==> src/rtl/kmt_pkg.sv <==
// ----------------------------------------------------------------------------
// kmt_pkg
// Shared field widths for the knot multiplicity table and its checker.
// ----------------------------------------------------------------------------
package kmt_pkg;

  localparam int KNOT_W      = 32;
  localparam int TOL_W       = 17;
  localparam int INDEX_OUT_W = 6;
  localparam int MULT_OUT_W  = 16;

  typedef logic signed [KNOT_W-1:0] knot_t;
  typedef logic [TOL_W-1:0]         tol_t;
  typedef logic [INDEX_OUT_W-1:0]   index_out_t;
  typedef logic [MULT_OUT_W-1:0]    mult_out_t;

endpackage

==> src/rtl/kmt_ram.sv <==
// ----------------------------------------------------------------------------
// kmt_ram
// Generic single-write, single-read RAM with registered read data.
// ----------------------------------------------------------------------------
module kmt_ram #(
  parameter int WIDTH = 48,
  parameter int DEPTH = 64
) (
  input  logic                     clk,
  input  logic                     wr_en,
  input  logic [$clog2(DEPTH)-1:0] wr_addr,
  input  logic [WIDTH-1:0]         wr_data,
  input  logic [$clog2(DEPTH)-1:0] rd_addr,
  output logic [WIDTH-1:0]         rd_data
);

  logic [WIDTH-1:0] mem [DEPTH];

  always_ff @(posedge clk) begin
    if (wr_en) begin
      mem[wr_addr] <= wr_data;
    end
    rd_data <= mem[rd_addr];
  end

endmodule

==> src/rtl/knot_multiplicity_table.sv <==
// ----------------------------------------------------------------------------
// knot_multiplicity_table
// Counts multiplicities of distinct Q16.16 knot values.
// ----------------------------------------------------------------------------
// Each beat on the input carries one knot value. The block compares it against
// the stored distinct knots in insertion order, one entry per cycle through a
// single subtract/compare unit reading the knot memory, and stops at the first
// entry within match_tolerance. A match bumps that entry's count (saturating);
// otherwise the value is appended with count one, or dropped with table_full
// when no entry is free. in_ready is high only in the idle state, so an item
// is taken only after the search of the last one and the loading of its
// result; in_ready stays low longer while an earlier result still waits in
// the output register. That register lets a new item be taken while its
// result waits. The table empties at reset through its fill count, with no
// clearing pass. cfg_data writes match_tolerance (reset 1, exact match);
// write it only while the block is idle.
// ----------------------------------------------------------------------------
module knot_multiplicity_table
  import kmt_pkg::*;
#(
  parameter int TABLE_DEPTH = 64,
  parameter int COUNT_WIDTH = 16
) (
  input  logic       clk,
  input  logic       rst,
  input  logic       cfg_valid,
  output logic       cfg_ready,
  input  tol_t       cfg_data,
  input  logic       in_valid,
  output logic       in_ready,
  input  knot_t      knot_value,
  output logic       out_valid,
  input  logic       out_ready,
  output index_out_t entry_index,
  output mult_out_t  multiplicity,
  output logic       is_new,
  output logic       table_full
);

  localparam int IDX_W  = $clog2(TABLE_DEPTH);
  localparam int USED_W = $clog2(TABLE_DEPTH + 1);
  localparam int RAM_W  = KNOT_W + COUNT_WIDTH;

  localparam logic [1:0] ST_IDLE   = 2'd0;
  localparam logic [1:0] ST_SEARCH = 2'd1;
  localparam logic [1:0] ST_DONE   = 2'd2;

  logic [1:0]             state;
  logic [IDX_W-1:0]       cur_idx;
  logic [USED_W-1:0]      used;
  tol_t                   tol;
  logic [KNOT_W-1:0]      knot;
  logic [IDX_W-1:0]       res_idx;
  logic [COUNT_WIDTH-1:0] res_count;
  logic                   res_new;
  logic                   res_full;

  logic [IDX_W-1:0]       rd_addr;
  logic [RAM_W-1:0]       rd_data;
  logic                   wr_en;
  logic [IDX_W-1:0]       wr_addr;
  logic [RAM_W-1:0]       wr_data;

  logic [KNOT_W-1:0]      stored_knot;
  logic [COUNT_WIDTH-1:0] stored_count;
  logic [COUNT_WIDTH-1:0] count_inc;
  logic [KNOT_W:0]        diff;
  logic [KNOT_W:0]        diff_mag;
  logic                   match;
  logic                   in_range;
  logic                   hit;
  logic                   last;
  logic                   has_room;
  logic                   append;
  logic                   load_out;

  logic [IDX_W+INDEX_OUT_W-1:0]      idx_ext;
  logic [COUNT_WIDTH+MULT_OUT_W-1:0] mult_ext;

  kmt_ram #(
    .WIDTH (RAM_W),
    .DEPTH (TABLE_DEPTH)
  ) u_ram (
    .clk     (clk),
    .wr_en   (wr_en),
    .wr_addr (wr_addr),
    .wr_data (wr_data),
    .rd_addr (rd_addr),
    .rd_data (rd_data)
  );

  assign stored_knot  = rd_data[RAM_W-1 -: KNOT_W];
  assign stored_count = rd_data[COUNT_WIDTH-1:0];

  always_comb begin
    diff     = {stored_knot[KNOT_W-1], stored_knot} - {knot[KNOT_W-1], knot};
    diff_mag = diff[KNOT_W] ? (~diff + {{KNOT_W{1'b0}}, 1'b1}) : diff;
    match    = diff_mag < {{(KNOT_W + 1 - TOL_W){1'b0}}, tol};
  end

  assign in_range  = USED_W'(cur_idx) < used;
  assign hit       = (state == ST_SEARCH) && in_range && match;
  assign last      = (USED_W'(cur_idx) + USED_W'(1)) >= used;
  assign has_room  = used != USED_W'(TABLE_DEPTH);
  assign append    = (state == ST_SEARCH) && !hit && last && has_room;
  assign count_inc = (&stored_count) ? stored_count : stored_count + COUNT_WIDTH'(1);

  // registered read: data in SEARCH belongs to cur_idx
  assign rd_addr = (state == ST_SEARCH) ? cur_idx + IDX_W'(1) : '0;
  assign wr_en   = hit || append;
  assign wr_addr = hit ? cur_idx : used[IDX_W-1:0];
  assign wr_data = hit ? {stored_knot, count_inc} : {knot, COUNT_WIDTH'(1)};

  assign cfg_ready = 1'b1;
  assign in_ready  = (state == ST_IDLE);
  assign load_out  = (state == ST_DONE) && (!out_valid || out_ready);

  assign idx_ext  = {{INDEX_OUT_W{1'b0}}, res_idx};
  assign mult_ext = {{MULT_OUT_W{1'b0}}, res_count};

  always_ff @(posedge clk) begin
    if (rst) begin
      state     <= ST_IDLE;
      used      <= '0;
      tol       <= TOL_W'(1);
      out_valid <= 1'b0;
    end else begin
      if (cfg_valid) begin
        tol <= cfg_data;
      end
      if (load_out) begin
        out_valid <= 1'b1;
      end else if (out_valid && out_ready) begin
        out_valid <= 1'b0;
      end
      case (state)
        ST_IDLE: begin
          if (in_valid) begin
            state <= ST_SEARCH;
          end
        end
        ST_SEARCH: begin
          if (hit || last) begin
            state <= ST_DONE;
          end
          if (append) begin
            used <= used + USED_W'(1);
          end
        end
        ST_DONE: begin
          if (load_out) begin
            state <= ST_IDLE;
          end
        end
        default: begin
          state <= ST_IDLE;
        end
      endcase
    end
  end

  always_ff @(posedge clk) begin
    if (state == ST_IDLE && in_valid) begin
      knot    <= knot_value;
      cur_idx <= '0;
    end
    if (state == ST_SEARCH) begin
      if (hit) begin
        res_idx   <= cur_idx;
        res_count <= count_inc;
        res_new   <= 1'b0;
        res_full  <= 1'b0;
      end else if (last) begin
        if (has_room) begin
          res_idx   <= used[IDX_W-1:0];
          res_count <= COUNT_WIDTH'(1);
          res_new   <= 1'b1;
          res_full  <= 1'b0;
        end else begin
          res_idx   <= '0;
          res_count <= '0;
          res_new   <= 1'b0;
          res_full  <= 1'b1;
        end
      end else begin
        cur_idx <= cur_idx + IDX_W'(1);
      end
    end
    if (load_out) begin
      entry_index  <= idx_ext[INDEX_OUT_W-1:0];
      multiplicity <= mult_ext[MULT_OUT_W-1:0];
      is_new       <= res_new;
      table_full   <= res_full;
    end
  end

endmodule

==> config.mk <==
export PLATFORM = sky130hd
export DESIGN_NAME = knot_multiplicity_table
export DESIGN_NICKNAME = d
export VERILOG_FILES = /design/src/rtl/kmt_pkg.sv /design/src/rtl/kmt_ram.sv /design/src/rtl/knot_multiplicity_table.sv
export SDC_FILE = /design/constraint.sdc
export NUM_CORES = 2
export LEC_CHECK = 0
export BUFFER_PORTS_ARGS = -buffer_cell sky130_fd_sc_hd__buf_4
export CAP_MARGIN = 5
export CORE_UTILIZATION = 30
export DETAILED_ROUTE_END_ITERATION = 8
export GPL_TIMING_DRIVEN = 0
export HOLD_SLACK_MARGIN = 0.15
export PLACE_DENSITY = 0.5
export REMOVE_ABC_BUFFERS = 1
export SLEW_MARGIN = 25
export SYNTH_ARGS = -nofsm -noshare
export SYNTH_HDL_FRONTEND = slang
export SYNTH_HIERARCHICAL = 1
export SYNTH_SLANG_ARGS = --single-unit
==> constraint.sdc <==
create_clock -name clk -period 27 [get_ports clk]
set_input_delay 2.7 -clock clk [delete_from_list [all_inputs] [get_ports clk]]
set_output_delay 2.7 -clock clk [all_outputs]
set_load 0.03 [all_outputs]
==> results.md <==
- Met1 Track Usage GR: 25.67%
- Largest net degree at the start of global routing: 49
- Via density: 5.311
- WL/cell: 30.43 microns
- Die Ht: 650.7 microns
- # nets final: 6779
- GRT Total Usage: 17.55%
- Yosys top cell area share: 74.97%
- Worst Slack Setup Final: 16.13 ns
- Drc violations: 0
- Clk pwr share: 41.4%
- RSZ-0062 raised after global routing: no
- Num rows: 237
- Register bit total from synthesis: 3233
- Hold_buf cts: 0
- Async set-reset flop share out of synthesis: 0%
- Design area: 156000 sq um
- Die ar.: 423500 sq um
- GRT busiest layer: met2
- CP required: 27.60 ns
- NetSw: 2.581 mW
- Final period utilization: 40.26%
- Clk sinks: 3233
- Fmax: 92.00 MHz
- Cts repair resizes: 0
- Worst Tran Pin Value: 1.147 ns
- TritonCTS buffer count: 348
- Port bufs: 79
- Synth top area cells: edfxtp_1 (75%), mux4_2 (13%), dfxtp_1 (1.3%), nor2_1 (0.79%), mux2i_1 (0.73%)
- Worst clock skew: 0.07413 ns
- Post-synthesis sequential area ratio: 76.25%
- Met2 Use GR: 26.44%
- Slew margin rel.: 23.00%
- Root Driver: clkbuf_16
- Post-synth top cells: edfxtp_1 (3152), mux4_2 (754), nor2_1 (266)
- Crit path capture type: register
- Comb power frac: 8.9%
- Die span in x: 650.7 microns
- Share of cells above drive strength 1: 29.46%
- Synthesized area: 126300 sq um
- Synth Instances: 6039
- Area of the core: 417800 sq um
- H-tree depth: 5
- Yosys cell types: 104
- Part of the power in registers: 49.6%
- Congestion Overflow GR: 0
- Hpwl dp: 271300 microns
- Avg Cell Area, Syn: 20.91 sq um
- PwrDens: 71.99 nW/um^2
- Final Hold Vio Count: 0
- Main synth FF type: edfxtp_1
- Vias: 66141
- Placed cell area: 144900 sq um
- Cell taking the most area after synthesis: edfxtp_1
- Drt first pass iters: 7
- ANT nets after route: 0
- Area Growth Syn to Fin: 23.56%
- CTS tree: yes
- Worst Hold Class: register to register
- Hold_ws: 0.4181 ns
- RD Place Congestion: 0.8490
- Clk buf depth: 4
- Vias in the first global route: 66196
- Top-count cell post-synth: edfxtp_1
- Worst-Skew Late Latency: 0.96 ns
- Post-CTS setup buffer count: 0
- Worst EP arrival: 11.47 ns
- Io pins: 81
- Fill cells: 37427
- CP Launch Type: register
- Max-slew violations: 0
- Minimum clock period: 10.87 ns
- CP max FO: 32
- First-pass GRT wire length: 526100 microns
- Max VDD drop: 0.05715 mV
- Internal power: 8.651 mW
- Kind of critical path: register to register
- Final WL: 379000 microns
- Initial antenna violation count: 9
- Final setup fails: 0
- EDFF count, synth: 3152
- MaxCap Viol Count: 0
- Net switching fraction of the power: 22.98%
- Initial Util: 30.22%
- Worst-path clk slew: 0.06 ns
- Initial drt markers: 8324
- Dpl ws: 16.63 ns
- Setup_tns: 0 ns
- LEAKAGE: 45.88 nW
- Yosys warnings: 6
- Status: finished clean
- Met3 usage: 3.314%
## cells in the final DEF (no fill, tap or decap), drive strengths merged, types with 9 or more instances in the layout
cell type,instances
edfxtp,3152
mux4,754
buf,593
clkbuf,463
nor2,269
nand2,174
a21oi,129
clkinv,128
o22ai,125
mux2i,92
o21ai,87
a221oi,85
inv,83
dfxtp,81
a22oi,74
ha,66
a22o,59
a211oi,40
nor3,40
nor2b,34
nand3,32
o221ai,30
xnor2,24
mux2,22
nand2b,22
bufinv,21
xor2,21
a21o,18
nand4,18
clkinvlp,16
o211ai,15
a311oi,14
or3,11
nor4,11
a21boi,11
and2,10
or2,10
a31o,9
## power groups by stage
stage | Sequential, mW | Clock (mW) | Combinational (mW)
detailed placement | 5.68 | 0 | 0.998
global route | 5.58 | 4.93 | 1.08
floorplan | 5.68 | 0 | 1.06
global placement | 5.71 | 0 | 1.56
CTS | 5.58 | 4.75 | 1.00
finish | 5.58 | 4.65 | 1.00
## worst paths after layout
path	startpoint	slack, ns	end	depth (start not counted)
min reg2reg	res_full	0.42	table_full	0
min	res_full	0.42	table_full	0
max reg2reg	knot[0]	16.13	u_ram/mem[7][12]	26
max	knot[0]	16.13	u_ram/mem[7][12]	26
## sequential cells by signal, indices dropped and copies added (netlist names)
| register | cells |
|---|---|
| u_ram/mem | 3072 |
| u_ram/rd_data | 48 |
| knot | 32 |
| tol | 17 |
| multiplicity | 16 |
| res_count | 16 |
| used | 7 |
| cur_idx | 6 |
| entry_index | 6 |
| res_idx | 6 |
| state | 2 |
| is_new | 1 |
| out_valid | 1 |
| res_full | 1 |
| res_new | 1 |
| table_full | 1 |
## per-layer routing
layer  share of wire, %  vias up
li1                   -    26787
met1                 44    35969
met2                 45     2806
met3                7.8      579
met4                3.2        0
met5                  0        -
## through the flow
stage	util (%)	power [mW]	std cells
after floorplan	-	6.738	5714
after global placement	31.59	7.268	11290
after detailed placement	34.68	6.679	11804
after CTS	37.33	11.33	12445
after global routing	37.33	11.58	12448
final	37.34	11.23	12454
## final cells by class
class | instances | area (sq um) | share of cell area, %
flip-flops and latches | 3233 | 96270 | 61.71
multi-input cells | 2412 | 29140 | 18.68
repair buffers | 594 | 12360 | 7.926
clock buffers | 462 | 9499 | 6.089
well taps | 5497 | 6878 | 4.409
clock inverters | 179 | 1565 | 1.003
inverters | 69 | 261.5 | 0.1676
diodes | 8 | 20.02 | 0.01283
## kinds of logic after synthesis
kind of cell             Yosys count  share of synthesized area (%)
AO/OA/AOI/OAI                    753                          4.272
XOR/XNOR                          45                         0.3181
adder cells (fa/ha/maj)           67                         0.6699
buffers and inverters            394                          1.572
flip-flops                      3233                          76.25
multiplexers                     868                          14.38
other                              1                       0.002970
AND/OR/NAND/NOR                  678                          2.541
## critical path, cell delays in order, from the launching register on
cell and delay [ns]:
edfxtp_1 0.59, ha_1 0.35, fa_1 0.41, nand2b_1 0.24, a21oi_1 0.19, xnor2_1 0.21
o2111ai_1 0.32, nor4_1 0.63, nor4b_1 0.44, a21oi_1 0.15, xnor2_1 0.64, ha_1 0.38
nand4_1 0.12, nor2_1 0.08, a211oi_1 0.25, o2111ai_1 0.15, a31oi_1 0.77, nand2_1 0.14
a2111oi_0 0.35, and4_4 0.64, buf_12 0.28, nand2_1 0.10, o21ai_1 0.61, nand4_1 0.98
nor2_4 0.92, buf_16 0.25, buf_16 0.19
No activity file was read; power rests on OpenSTA's default activity.
